[src/design/assert_macros.svh]
// ----------------------------------------------------------------------------
// assert_macros.svh
// shared assertion macros for the design folder
// ----------------------------------------------------------------------------
`ifndef ASSERT_MACROS_SVH
`define ASSERT_MACROS_SVH

// same-cycle implication, muted while reset is asserted
`define CHK_SAME(label, clk, rst_n, ante, cons) \
    label: assert property (@(posedge clk) disable iff (!rst_n) (ante) |-> (cons)) \
        else $error("assertion failed: same-cycle implication");

// next-cycle implication, muted while reset is asserted
`define CHK_NEXT(label, clk, rst_n, ante, cons) \
    label: assert property (@(posedge clk) disable iff (!rst_n) (ante) |=> (cons)) \
        else $error("assertion failed: next-cycle implication");

`endif

[src/design/abrf_pkg.sv]
// ----------------------------------------------------------------------------
// abrf_pkg
// codes, types and decode helpers for the banked register file
// ----------------------------------------------------------------------------
package abrf_pkg;

    localparam int unsigned DataW   = 32;
    localparam int unsigned ActionW = 3;
    localparam int unsigned ModeW   = 5;
    localparam int unsigned RegW    = 4;
    localparam int unsigned StatusW = 2;

    // processor mode codes
    localparam logic [ModeW-1:0] MODE_USR = 5'd16;
    localparam logic [ModeW-1:0] MODE_FIQ = 5'd17;
    localparam logic [ModeW-1:0] MODE_IRQ = 5'd18;
    localparam logic [ModeW-1:0] MODE_SVC = 5'd19;
    localparam logic [ModeW-1:0] MODE_ABT = 5'd23;
    localparam logic [ModeW-1:0] MODE_UND = 5'd27;
    localparam logic [ModeW-1:0] MODE_SYS = 5'd31;

    localparam logic [RegW-1:0] REG_PC = 4'd15;
    localparam logic [RegW-1:0] REG_SP = 4'd13;

    typedef enum logic [ActionW-1:0] {
        ACT_RD_GPR  = 3'd0,
        ACT_WR_GPR  = 3'd1,
        ACT_RD_SPSR = 3'd2,
        ACT_WR_SPSR = 3'd3,
        ACT_RD_CPSR = 3'd4,
        ACT_WR_CPSR = 3'd5
    } t_action;

    typedef enum logic [StatusW-1:0] {
        STAT_OK       = 2'd0,
        STAT_BAD_MODE = 2'd1,
        STAT_NO_SPSR  = 2'd2
    } t_status;

    // exception slot: fiq, irq, svc, abt, und; none for user and system
    typedef enum logic [2:0] {
        SLOT_FIQ  = 3'd0,
        SLOT_IRQ  = 3'd1,
        SLOT_SVC  = 3'd2,
        SLOT_ABT  = 3'd3,
        SLOT_UND  = 3'd4,
        SLOT_NONE = 3'd7
    } t_slot;

    // storage group that one access lands in
    typedef enum logic [2:0] {
        BANK_NONE,
        BANK_LOW,
        BANK_PC,
        BANK_USR,
        BANK_FIQ,
        BANK_EXC,
        BANK_SPSR,
        BANK_CPSR
    } t_bank;

    function automatic t_slot f_exc_slot(input logic [ModeW-1:0] mode);
        t_slot slot;
        case (mode)
            MODE_FIQ: slot = SLOT_FIQ;
            MODE_IRQ: slot = SLOT_IRQ;
            MODE_SVC: slot = SLOT_SVC;
            MODE_ABT: slot = SLOT_ABT;
            MODE_UND: slot = SLOT_UND;
            default:  slot = SLOT_NONE;
        endcase
        return slot;
    endfunction

    function automatic logic f_mode_valid(input logic [ModeW-1:0] mode);
        return (mode == MODE_USR) || (mode == MODE_SYS) || (f_exc_slot(mode) != SLOT_NONE);
    endfunction

endpackage

[src/design/arm_banked_register_file.sv]
// ----------------------------------------------------------------------------
// arm_banked_register_file
// banked general, saved status and current status registers, one access
// per word, one result word per access
// ----------------------------------------------------------------------------
//  channel | direction | handshake                  | fields
//  in      | input     | i_in_valid / o_in_stall    | action, mode, reg_index, write_data
//  out     | output    | o_out_valid / i_out_stall  | read_data, status
//
//  one word per cycle sustained while out does not stall; each word passes the
//  input register, then decode, register access and result register in one pass
//  a write lands in the register file in the cycle its result is registered,
//  so the next word already reads the new value
//  synchronous active-low reset clears every register file entry and both stages
//  a stall on out holds the result; in stalls only when both stages are full
// ----------------------------------------------------------------------------
module arm_banked_register_file
    import abrf_pkg::*;
(
    input  logic               i_clk,
    input  logic               i_rst_n,
    input  logic               i_in_valid,
    output logic               o_in_stall,
    input  logic [ActionW-1:0] i_action,
    input  logic [ModeW-1:0]   i_mode,
    input  logic [RegW-1:0]    i_reg_index,
    input  logic [DataW-1:0]   i_write_data,
    output logic               o_out_valid,
    input  logic               i_out_stall,
    output logic [DataW-1:0]   o_read_data,
    output logic [StatusW-1:0] o_status
);

    // register file
    logic [DataW-1:0] r_low  [8];
    logic [DataW-1:0] r_pc;
    logic [DataW-1:0] r_usr  [7];
    logic [DataW-1:0] r_fiq  [7];
    logic [DataW-1:0] r_exc  [8];
    logic [DataW-1:0] r_spsr [5];
    logic [DataW-1:0] r_cpsr;

    // input stage
    logic               r_s1_valid;
    logic [ActionW-1:0] r_action;
    logic [ModeW-1:0]   r_mode;
    logic [RegW-1:0]    r_reg;
    logic [DataW-1:0]   r_data;

    // result stage
    logic               r_out_valid;
    logic [DataW-1:0]   r_rd;
    logic [StatusW-1:0] r_status;

    logic               out_free;
    logic               in_take;
    logic               advance;
    t_slot              slot;
    logic [2:0]         slot_m1;
    t_bank              bank;
    logic [2:0]         idx;
    logic               is_write;
    t_status            n_status;
    logic [DataW-1:0]   cell_val;
    logic [DataW-1:0]   n_rd;

    assign out_free   = !r_out_valid || !i_out_stall;
    assign advance    = r_s1_valid && out_free;
    assign o_in_stall = r_s1_valid && !out_free;
    assign in_take    = i_in_valid && !o_in_stall;

    assign slot    = f_exc_slot(r_mode);
    assign slot_m1 = slot - 3'd1;

    // decode the access into a storage group and an entry
    always_comb begin
        bank     = BANK_NONE;
        idx      = r_reg[2:0];
        n_status = STAT_OK;
        case (r_action)
            ACT_RD_GPR, ACT_WR_GPR: begin
                if (!f_mode_valid(r_mode)) begin
                    n_status = STAT_BAD_MODE;
                end else if (!r_reg[3]) begin
                    bank = BANK_LOW;
                end else if (r_reg == REG_PC) begin
                    bank = BANK_PC;
                end else if (slot == SLOT_FIQ) begin
                    bank = BANK_FIQ;
                end else if (r_reg < REG_SP || slot == SLOT_NONE) begin
                    bank = BANK_USR;
                end else begin
                    // r13 and r14 of irq, svc, abt, und sit in pairs
                    bank = BANK_EXC;
                    idx  = {slot_m1[1:0], r_reg[1]};
                end
            end
            ACT_RD_SPSR, ACT_WR_SPSR: begin
                if (!f_mode_valid(r_mode)) begin
                    n_status = STAT_BAD_MODE;
                end else if (slot == SLOT_NONE) begin
                    n_status = STAT_NO_SPSR;
                end else begin
                    bank = BANK_SPSR;
                    idx  = slot;
                end
            end
            ACT_RD_CPSR, ACT_WR_CPSR: begin
                bank = BANK_CPSR;
            end
            default: begin
                bank = BANK_NONE;
            end
        endcase
    end

    assign is_write = r_action[0];

    always_comb begin
        case (bank)
            BANK_LOW:  cell_val = r_low[idx];
            BANK_PC:   cell_val = r_pc;
            BANK_USR:  cell_val = r_usr[idx];
            BANK_FIQ:  cell_val = r_fiq[idx];
            BANK_EXC:  cell_val = r_exc[idx];
            BANK_SPSR: cell_val = r_spsr[idx];
            BANK_CPSR: cell_val = r_cpsr;
            default:   cell_val = '0;
        endcase
        n_rd = is_write ? '0 : cell_val;
    end

    // register file write port
    always_ff @(posedge i_clk) begin
        if (!i_rst_n) begin
            for (int i = 0; i < 8; i++) begin
                r_low[i] <= '0;
                r_exc[i] <= '0;
            end
            for (int i = 0; i < 7; i++) begin
                r_usr[i] <= '0;
                r_fiq[i] <= '0;
            end
            for (int i = 0; i < 5; i++) begin
                r_spsr[i] <= '0;
            end
            r_pc   <= '0;
            r_cpsr <= '0;
        end else if (advance && is_write) begin
            case (bank)
                BANK_LOW:  r_low[idx]  <= r_data;
                BANK_PC:   r_pc        <= r_data;
                BANK_USR:  r_usr[idx]  <= r_data;
                BANK_FIQ:  r_fiq[idx]  <= r_data;
                BANK_EXC:  r_exc[idx]  <= r_data;
                BANK_SPSR: r_spsr[idx] <= r_data;
                BANK_CPSR: r_cpsr      <= r_data;
                default:   ;
            endcase
        end
    end

    // pipeline control
    always_ff @(posedge i_clk) begin
        if (!i_rst_n) begin
            r_s1_valid  <= 1'b0;
            r_out_valid <= 1'b0;
        end else begin
            if (in_take) begin
                r_s1_valid <= 1'b1;
            end else if (advance) begin
                r_s1_valid <= 1'b0;
            end
            if (advance) begin
                r_out_valid <= 1'b1;
            end else if (out_free) begin
                r_out_valid <= 1'b0;
            end
        end
    end

    // payload registers
    always_ff @(posedge i_clk) begin
        if (in_take) begin
            r_action <= i_action;
            r_mode   <= i_mode;
            r_reg    <= i_reg_index;
            r_data   <= i_write_data;
        end
        if (advance) begin
            r_rd     <= n_rd;
            r_status <= n_status;
        end
    end

    assign o_out_valid = r_out_valid;
    assign o_read_data = r_rd;
    assign o_status    = r_status;

`include "assert_macros.svh"

    // an error result never carries data
    `CHK_SAME(a_err_zero, i_clk, i_rst_n, r_out_valid && (r_status != STAT_OK), r_rd == '0)

    // a cpsr write that completes is visible in the next cycle
    `CHK_NEXT(a_cpsr_wr, i_clk, i_rst_n, advance && (r_action == ACT_WR_CPSR), r_cpsr == $past(r_data))

    // stage one only moves on when the result slot is free
    `CHK_NEXT(a_hold_s1, i_clk, i_rst_n, r_s1_valid && r_out_valid && i_out_stall, r_s1_valid && r_out_valid)

    // status stays within its defined codes
    `CHK_SAME(a_status_rng, i_clk, i_rst_n, r_out_valid, r_status != 2'd3)

endmodule

[config.mk]
export PLATFORM = sky130hd
export DESIGN_NAME = arm_banked_register_file
export DESIGN_NICKNAME = d
export VERILOG_FILES = /design/src/design/abrf_pkg.sv /design/src/design/arm_banked_register_file.sv
export VERILOG_INCLUDE_DIRS = /design/src /design/src/design
export SDC_FILE = /design/constraint.sdc
export NUM_CORES = 2
export LEC_CHECK = 0
export BUFFER_PORTS_ARGS = -buffer_cell sky130_fd_sc_hd__buf_2
export CAP_MARGIN = 20
export CORE_MARGIN = 2
export CORE_UTILIZATION = 25
export CTS_CLUSTER_SIZE = 25
export DETAILED_ROUTE_END_ITERATION = 8
export GPL_ROUTABILITY_DRIVEN = 0
export PLACE_DENSITY_LB_ADDON = 0.08
export SETUP_SLACK_MARGIN = 0.2
export SLEW_MARGIN = 5
export SYNTH_ARGS = -nofsm -noshare
export SYNTH_HDL_FRONTEND = slang
export SYNTH_SLANG_ARGS = --single-unit
[constraint.sdc]
create_clock -name i_clk -period 8.5 [get_ports i_clk]
set_clock_uncertainty 0.15 [all_clocks]
set_input_delay 0.425 -clock i_clk [delete_from_list [all_inputs] [get_ports i_clk]]
set_output_delay 0.425 -clock i_clk [all_outputs]
set_load 0.01 [all_outputs]
* Word-level counts from Yosys, hierarchy flattened
Memories as Yosys holds them, arrays and structs flattened. Cells that the tools add are included.
Storage, ports and cells: bits of input ports 48, logic and storage cells 131, register bits after elaboration 144, RAM bits 1120, output and inout port bits 36, memories 5
Memories:
- r_exc | depth 8, bits a word 32, rd ports 1, clocked after memory_dff 0, write ports 8, RTL line arm_banked_register_file.sv:39 | logic [DataW-1:0] r_exc [8];
- r_low | depth 8, bits a word 32, rd ports 1, clocked after memory_dff 0, write ports 8, RTL line arm_banked_register_file.sv:35 | logic [DataW-1:0] r_low [8];
- r_fiq | depth 7, bits a word 32, rd ports 1, clocked after memory_dff 0, write ports 7, RTL line arm_banked_register_file.sv:38 | logic [DataW-1:0] r_fiq [7];
- r_usr | depth 7, bits a word 32, rd ports 1, clocked after memory_dff 0, write ports 7, RTL line arm_banked_register_file.sv:37 | logic [DataW-1:0] r_usr [7];
- r_spsr | depth 5, bits a word 32, rd ports 1, clocked after memory_dff 0, write ports 5, RTL line arm_banked_register_file.sv:40 | logic [DataW-1:0] r_spsr [5];
Operators by class: $lt $le $gt $ge 1, $add $sub $neg 1, mux-type cells 64, eq/ne operators 23, reductions and logical operators 27
Operators by type and width (count):
- case mux 32 bit (7 select lines) | 1
- 2-to-1 mux 32 bit | 5
- OR reduction 32 bit | 5
- 2-to-1 mux 3 bit | 21
- equality test 5 bit, second input constant | 7
- 2-to-1 mux 1 bit | 31
- equality test 3 bit, second input constant | 7
- case mux 3 bit (5 select lines) | 1
- equality test 3 x 2 -> 1 bit, second input constant | 4
- case mux 3 bit (3 select lines) | 1
- equality test 3 x 1 -> 1 bit, second input constant | 2
- zero test 3 bit | 2
- inequality test 3 bit, second input constant | 2
- case mux 3 bit (2 select lines) | 1
- OR reduction 2 bit | 3
- logical OR 1 bit | 5
- equality test 4 bit, second input constant | 1
- logical AND 1 bit | 4
- zero test 1 bit | 4
- less-than comparator 4 bit, second input constant | 1
- 2-to-1 mux 2 bit | 2
- case mux 2 bit (2 select lines) | 1
- AND reduction 2 bit | 2
- nonzero test 2 bit | 2
- subtractor 2 x 1 -> 2 bit, second input constant | 1

* Depth between registers and ports, before layout
word-level depth 17, depth in mapped cells 20, gate-level depth less buffers 15

* Least setup slack after synthesis
Ideal clock, no wire load.
kind flip-flop to flip-flop, from register r_mode[0], to memory r_exc[4][0] (enable), data required time 7884 ps, stages on the path, launching flop included 17, data arrival time 5374 ps, period minus slack after synthesis 5990 ps, setup time 466 ps, path slack 2510 ps, buffers on the path 5, cell sequence edfxtp_1 -> nor3b_1 -> a21oi_1 -> nand2b_1 -> inv_1 -> ha_1 -> nand3b_1 -> or3_1 -> buf_4 -> a41o_1 -> a221oi_4 -> buf_4 -> o211ai_1 -> buf_2 -> buf_2 -> clkbuf_1 -> o21ai_0
RTL lines:
- start: declaration | RTL line arm_banked_register_file.sv:46 | logic [ModeW-1:0] r_mode;
- start signal: assignment | RTL line arm_banked_register_file.sv:186 | r_mode <= i_mode;
- end: declaration | RTL line arm_banked_register_file.sv:39

* Final worst setup path
from register r_mode[3], to register r_rd[7] (netlist: o_read_data[7]) (data pin)
On the way: cells in the longest elaborated chain, start to end 12, elaborated cells on any way between the ends 48, classes of those cells add/sub (1); eq/ne (17); mux (20); reduce/logical (5); memory (5)
Ends and longest elaborated chain:
- branches (longest 11 deep; another with memory (8 x 32 bit))
- case mux 32 bit (7 select lines) (*) | RTL line arm_banked_register_file.sv:120 | case (bank)
- end signal: assignment | RTL line arm_banked_register_file.sv:191 | r_rd <= n_rd;
- end: declaration | RTL line arm_banked_register_file.sv:52 | logic [DataW-1:0] r_rd;
Mark *: on every way between the ends. The select of a mux whose other input is x is not followed. A chain may end at the register's enable or synchronous reset.

==> summary.md <==
| Metric | Value |
|---|---|
| EDFF count, synth | `1,257` |
| CP max FO | `40` |
| Min Tclk post-route | `6440 ps` |
| Clk sinks | `1,387` |
| DP Cell Count | `8,465` |
| Hold Vio Cnt, Final | `0` |
| Fin cells | `8,844` |
| Synth async-reset ratio | `0%` |
| Slew Limit Fails | `0` |
| Via Count | `44,175` |
| XOR/XNOR share of the synthesized area | `0.0286%` |
| Clock Latency Late Sink | `850 ps` |
| WL final | `298,000 µm` |
| PwrDens | `228 mW/mm²` |
| Synthesized area | `0.0613 mm²` |
| Clock root buffer | `clkbuf_16` |
| Post-synthesis compound-gate area fraction | `9.92%` |
| Hold Crit Class | `input port to register` |
| Crit-path leading delay family | `simple AND/OR/NAND/NOR gates` |
| Total Power | `16.5 mW` |
| Starting DRT DRC Count | `4,774` |
| RSZ-0062 raised after global routing | `false` |
| CP Class | `register to register` |
| Post-synth top flop | `edfxtp_1` |
| Chip height | `499 µm` |
| Port-buffer cells | `83` |
| CTS resizes | `0` |
| P&R area growth vs syn | `18.5%` |
| Largest family of logic cells by synthesized area | `simple AND/OR/NAND/NOR gates` |
| CP Launch Type | `register` |
| CP bufs+invs | `3` |
| Total stage count of the critical path | `17` |
| Cell variety after synth | `83` |
| Reg area | `0.0403 mm²` |
| Pleak | `25.7 nW` |
| Final setup vio count | `0` |
| Final period utilization | `75.8%` |
| Slowest-stage cell, CP | `a221oi_4` |
| Initial cell density of the core | `25.2%` |
| Setup ws final | `2060 ps` |
| Multi-input logic area | `0.0197 mm²` |
| Placeable Area | `0.243 mm²` |
| Hold_ws | `132 ps` |
| Die ar. | `0.249 mm²` |
| Final core occ | `29.8%` |
| Initial antenna violation count | `44` |
| Layout net count | `5,541` |
| Ys Warns | `0` |
| Reg2reg path depth | `17` |
| IO Count | `84` |
| Fin area | `0.0727 mm²` |
| Post-CTS Setup Inserts | `0` |
| Vias per cell | `4.99` |
| Pin count of the biggest net entering global routing | `73` |
| Max incr delay on CP | `810 ps` |
| Syn avg cell area | `11.5 µm²` |
| Setup TNS | `0 ps` |
| Post-DP Area | `0.0669 mm²` |
| Multiplexer share of the synthesized area | `1.56%` |
| Yosys reg bits | `1,387` |
| Synth Area in Adders | `0.0408%` |
| F_max | `0.155 GHz` |
| Synthesized instance count | `5,339` |
| Final ANT Viol Nets | `0` |
| Fill count | `24,788` |
| Vias in the first global route | `42,890` |
| Arrival time worst endpoint | `6960 ps` |
| Max-cap violations | `0` |
| Setup crit end kind | `register` |
| Hold Crit Depth | `2` |
| Status | `finished, final reports clean` |
| All-Layer GR Usage | `23.5%` |
| Regs by FF count | `r_exc (256), r_low (256), r_fiq (250)` |
| WL per Instance | `33.7 µm` |
| DR DRC count | `0` |
| TritonCTS clock tree | `yes` |
| First-pass GRT wire length | `400,000 µm` |
| Peak VDD IR | `151 µV` |
| Die width | `499 µm` |
| Clock buffer depth | `3` |
| Share of cells above drive strength 1 | `12.0%` |
| Cts bufs inserted | `174` |
| Worst path required time | `9010 ps` |
| Worst Tran Pin Value | `1330 ps` |
| CTS clk-pin slew, worst paths | `60 ps` |
| Row count | `181` |
| H-tree depth | `4` |
| Post-Synth Simple-Gate Area | `18.8%` |
| Gr ovfl total | `0` |
| Dpl hpwl | `179,000 µm` |
| DRT Pass-1 Iters | `5` |
| Sequential area share after synthesis | `65.8%` |
| DP Worst Slack | `2190 ps` |
| Critical Path, Cell by Cell | `nor3b_1 -> a21oi_1 -> nand2b_1 -> inv_1 -> ha_1 -> nand3b_1 -> or3_1 -> a41o_1 -> a221oi_4 -> nor3_4 -> buf_4 -> nand2_4 -> buf_4 -> nor2_1 -> nor2_1 -> o211ai_1 -> a31oi_1` |
| Worst slew margin | `11.6%` |
## report_power, final
part           internal [mW]  switching, mW
clock network           3.98           3.12
logic                  0.367           1.34
registers               7.64         0.0861
## worst paths after layout
check / from / to / slack, ps
worst max-delay path: r_mode[3] / o_read_data[7] / 2060
worst min-delay path: i_write_data[19] / r_data[19] / 130
worst max register to register: r_mode[3] / o_read_data[7] / 2060
worst min register to register: r_fiq[6][0] / r_fiq[6][0] / 320
## logic make-up after synthesis
family          after synthesis
xor+xnor                      2
compound gates              884
fa+ha+maj                     2
mux                          91
other cells                   1
flops                      1387
simple gates               2429
buf+inv                     543
## repair_timing
action / 4_1_cts / 5_1_grt
hold buffers: 49 / 0
endpoints found under the setup margin: 0 / 0
hold endpoints to repair: 87 / 0
## per-layer routing
layer | part of all wire (%) | global-route usage [%]
met5 | 0 | 0
met4 | 2.1 | 5.30
met3 | 5.6 | 3.11
met2 | 46 | 37.5
met1 | 46 | 33.7
## cell usage after synthesis (5+ instances only)
| cell type | count | area (µm²) |
|---|---|---|
| o211ai_1 | 46 | 345 |
| and3_1 | 39 | 244 |
| a31oi_1 | 96 | 601 |
| a221o_1 | 7 | 70.1 |
| clkbuf_1 | 292 | 1100 |
| nand2b_1 | 7 | 43.8 |
| inv_1 | 69 | 259 |
| buf_6 | 5 | 56.3 |
| buf_1 | 23 | 86.3 |
| nand2_1 | 954 | 3580 |
| a311oi_1 | 26 | 228 |
| buf_4 | 35 | 263 |
| a221oi_1 | 30 | 263 |
| buf_2 | 119 | 596 |
| o21ai_0 | 159 | 796 |
| a2bb2oi_1 | 6 | 52.6 |
| nand4_1 | 12 | 75.1 |
| a21boi_0 | 129 | 968 |
| a41oi_1 | 15 | 131 |
| nand3_1 | 195 | 976 |
| o2111ai_1 | 14 | 123 |
| a22o_1 | 8 | 70.1 |
| a2111oi_0 | 9 | 78.8 |
| mux2_2 | 32 | 360 |
| nor3_1 | 17 | 85.1 |
| dfxtp_1 | 130 | 2600 |
| nor2b_1 | 5 | 31.3 |
| and2_1 | 742 | 4640 |
| edfxtp_1 | 1257 | 37700 |
| mux2i_1 | 57 | 571 |
| a22oi_1 | 24 | 180 |
| a21oi_1 | 88 | 440 |
| a211oi_1 | 21 | 158 |
| o31ai_1 | 8 | 60.1 |
| o221ai_1 | 32 | 280 |
| a32oi_1 | 7 | 61.3 |
| o22ai_1 | 107 | 669 |
| nor2_1 | 430 | 1610 |
## cell type report
class,count,area share [%]
sequential,1387,55.5
inverter,69,0.356
timing repair buffer,360,4.16
clock buffer,253,6.63
tap,3202,5.51
clock inverter,64,0.610
antenna,10,0.0344
multi-input combinational,3499,27.2
## cell usage in the layout (no fill, tap or decap), types with 21 or more instances in the layout
cell type / netlist / final
a31oi_1: 96 / 96
nor2_4: 1 / 30
a21boi_0: 129 / 129
inv_1: 69 / 69
o21ai_0: 159 / 125
clkinv_1: 0 / 36
mux2i_1: 57 / 57
nand3_1: 195 / 191
buf_2: 119 / 82
o221ai_1: 32 / 32
and3_1: 39 / 38
buf_12: 0 / 21
nand2_1: 954 / 946
clkbuf_1: 292 / 66
a22oi_1: 24 / 24
o21ai_4: 0 / 36
dfxtp_1: 130 / 130
mux2_2: 32 / 32
clkbuf_16: 0 / 177
a221oi_1: 30 / 30
o22ai_1: 107 / 107
o211ai_1: 46 / 46
buf_4: 35 / 197
edfxtp_1: 1257 / 1257
dlygate4sd3_1: 0 / 49
a21oi_1: 88 / 87
and2_1: 742 / 740
nor2_1: 430 / 397
a311oi_1: 26 / 25
conb_1: 1 / 91
## worst register-to-register path, stage by stage (launching register included)
cell and delay [ps]:
edfxtp_1 510, nor3b_1 240, a21oi_1 100, nand2b_1 190, inv_1 70, ha_1 130, nand3b_1 130, or3_1 520
a41o_1 340, a221oi_4 810, nor3_4 60, buf_4 270, nand2_4 590, buf_4 700, nor2_1 130, nor2_1 560
o211ai_1 490, a31oi_1 280
Note: power is estimated with default switching activity, not from simulation.
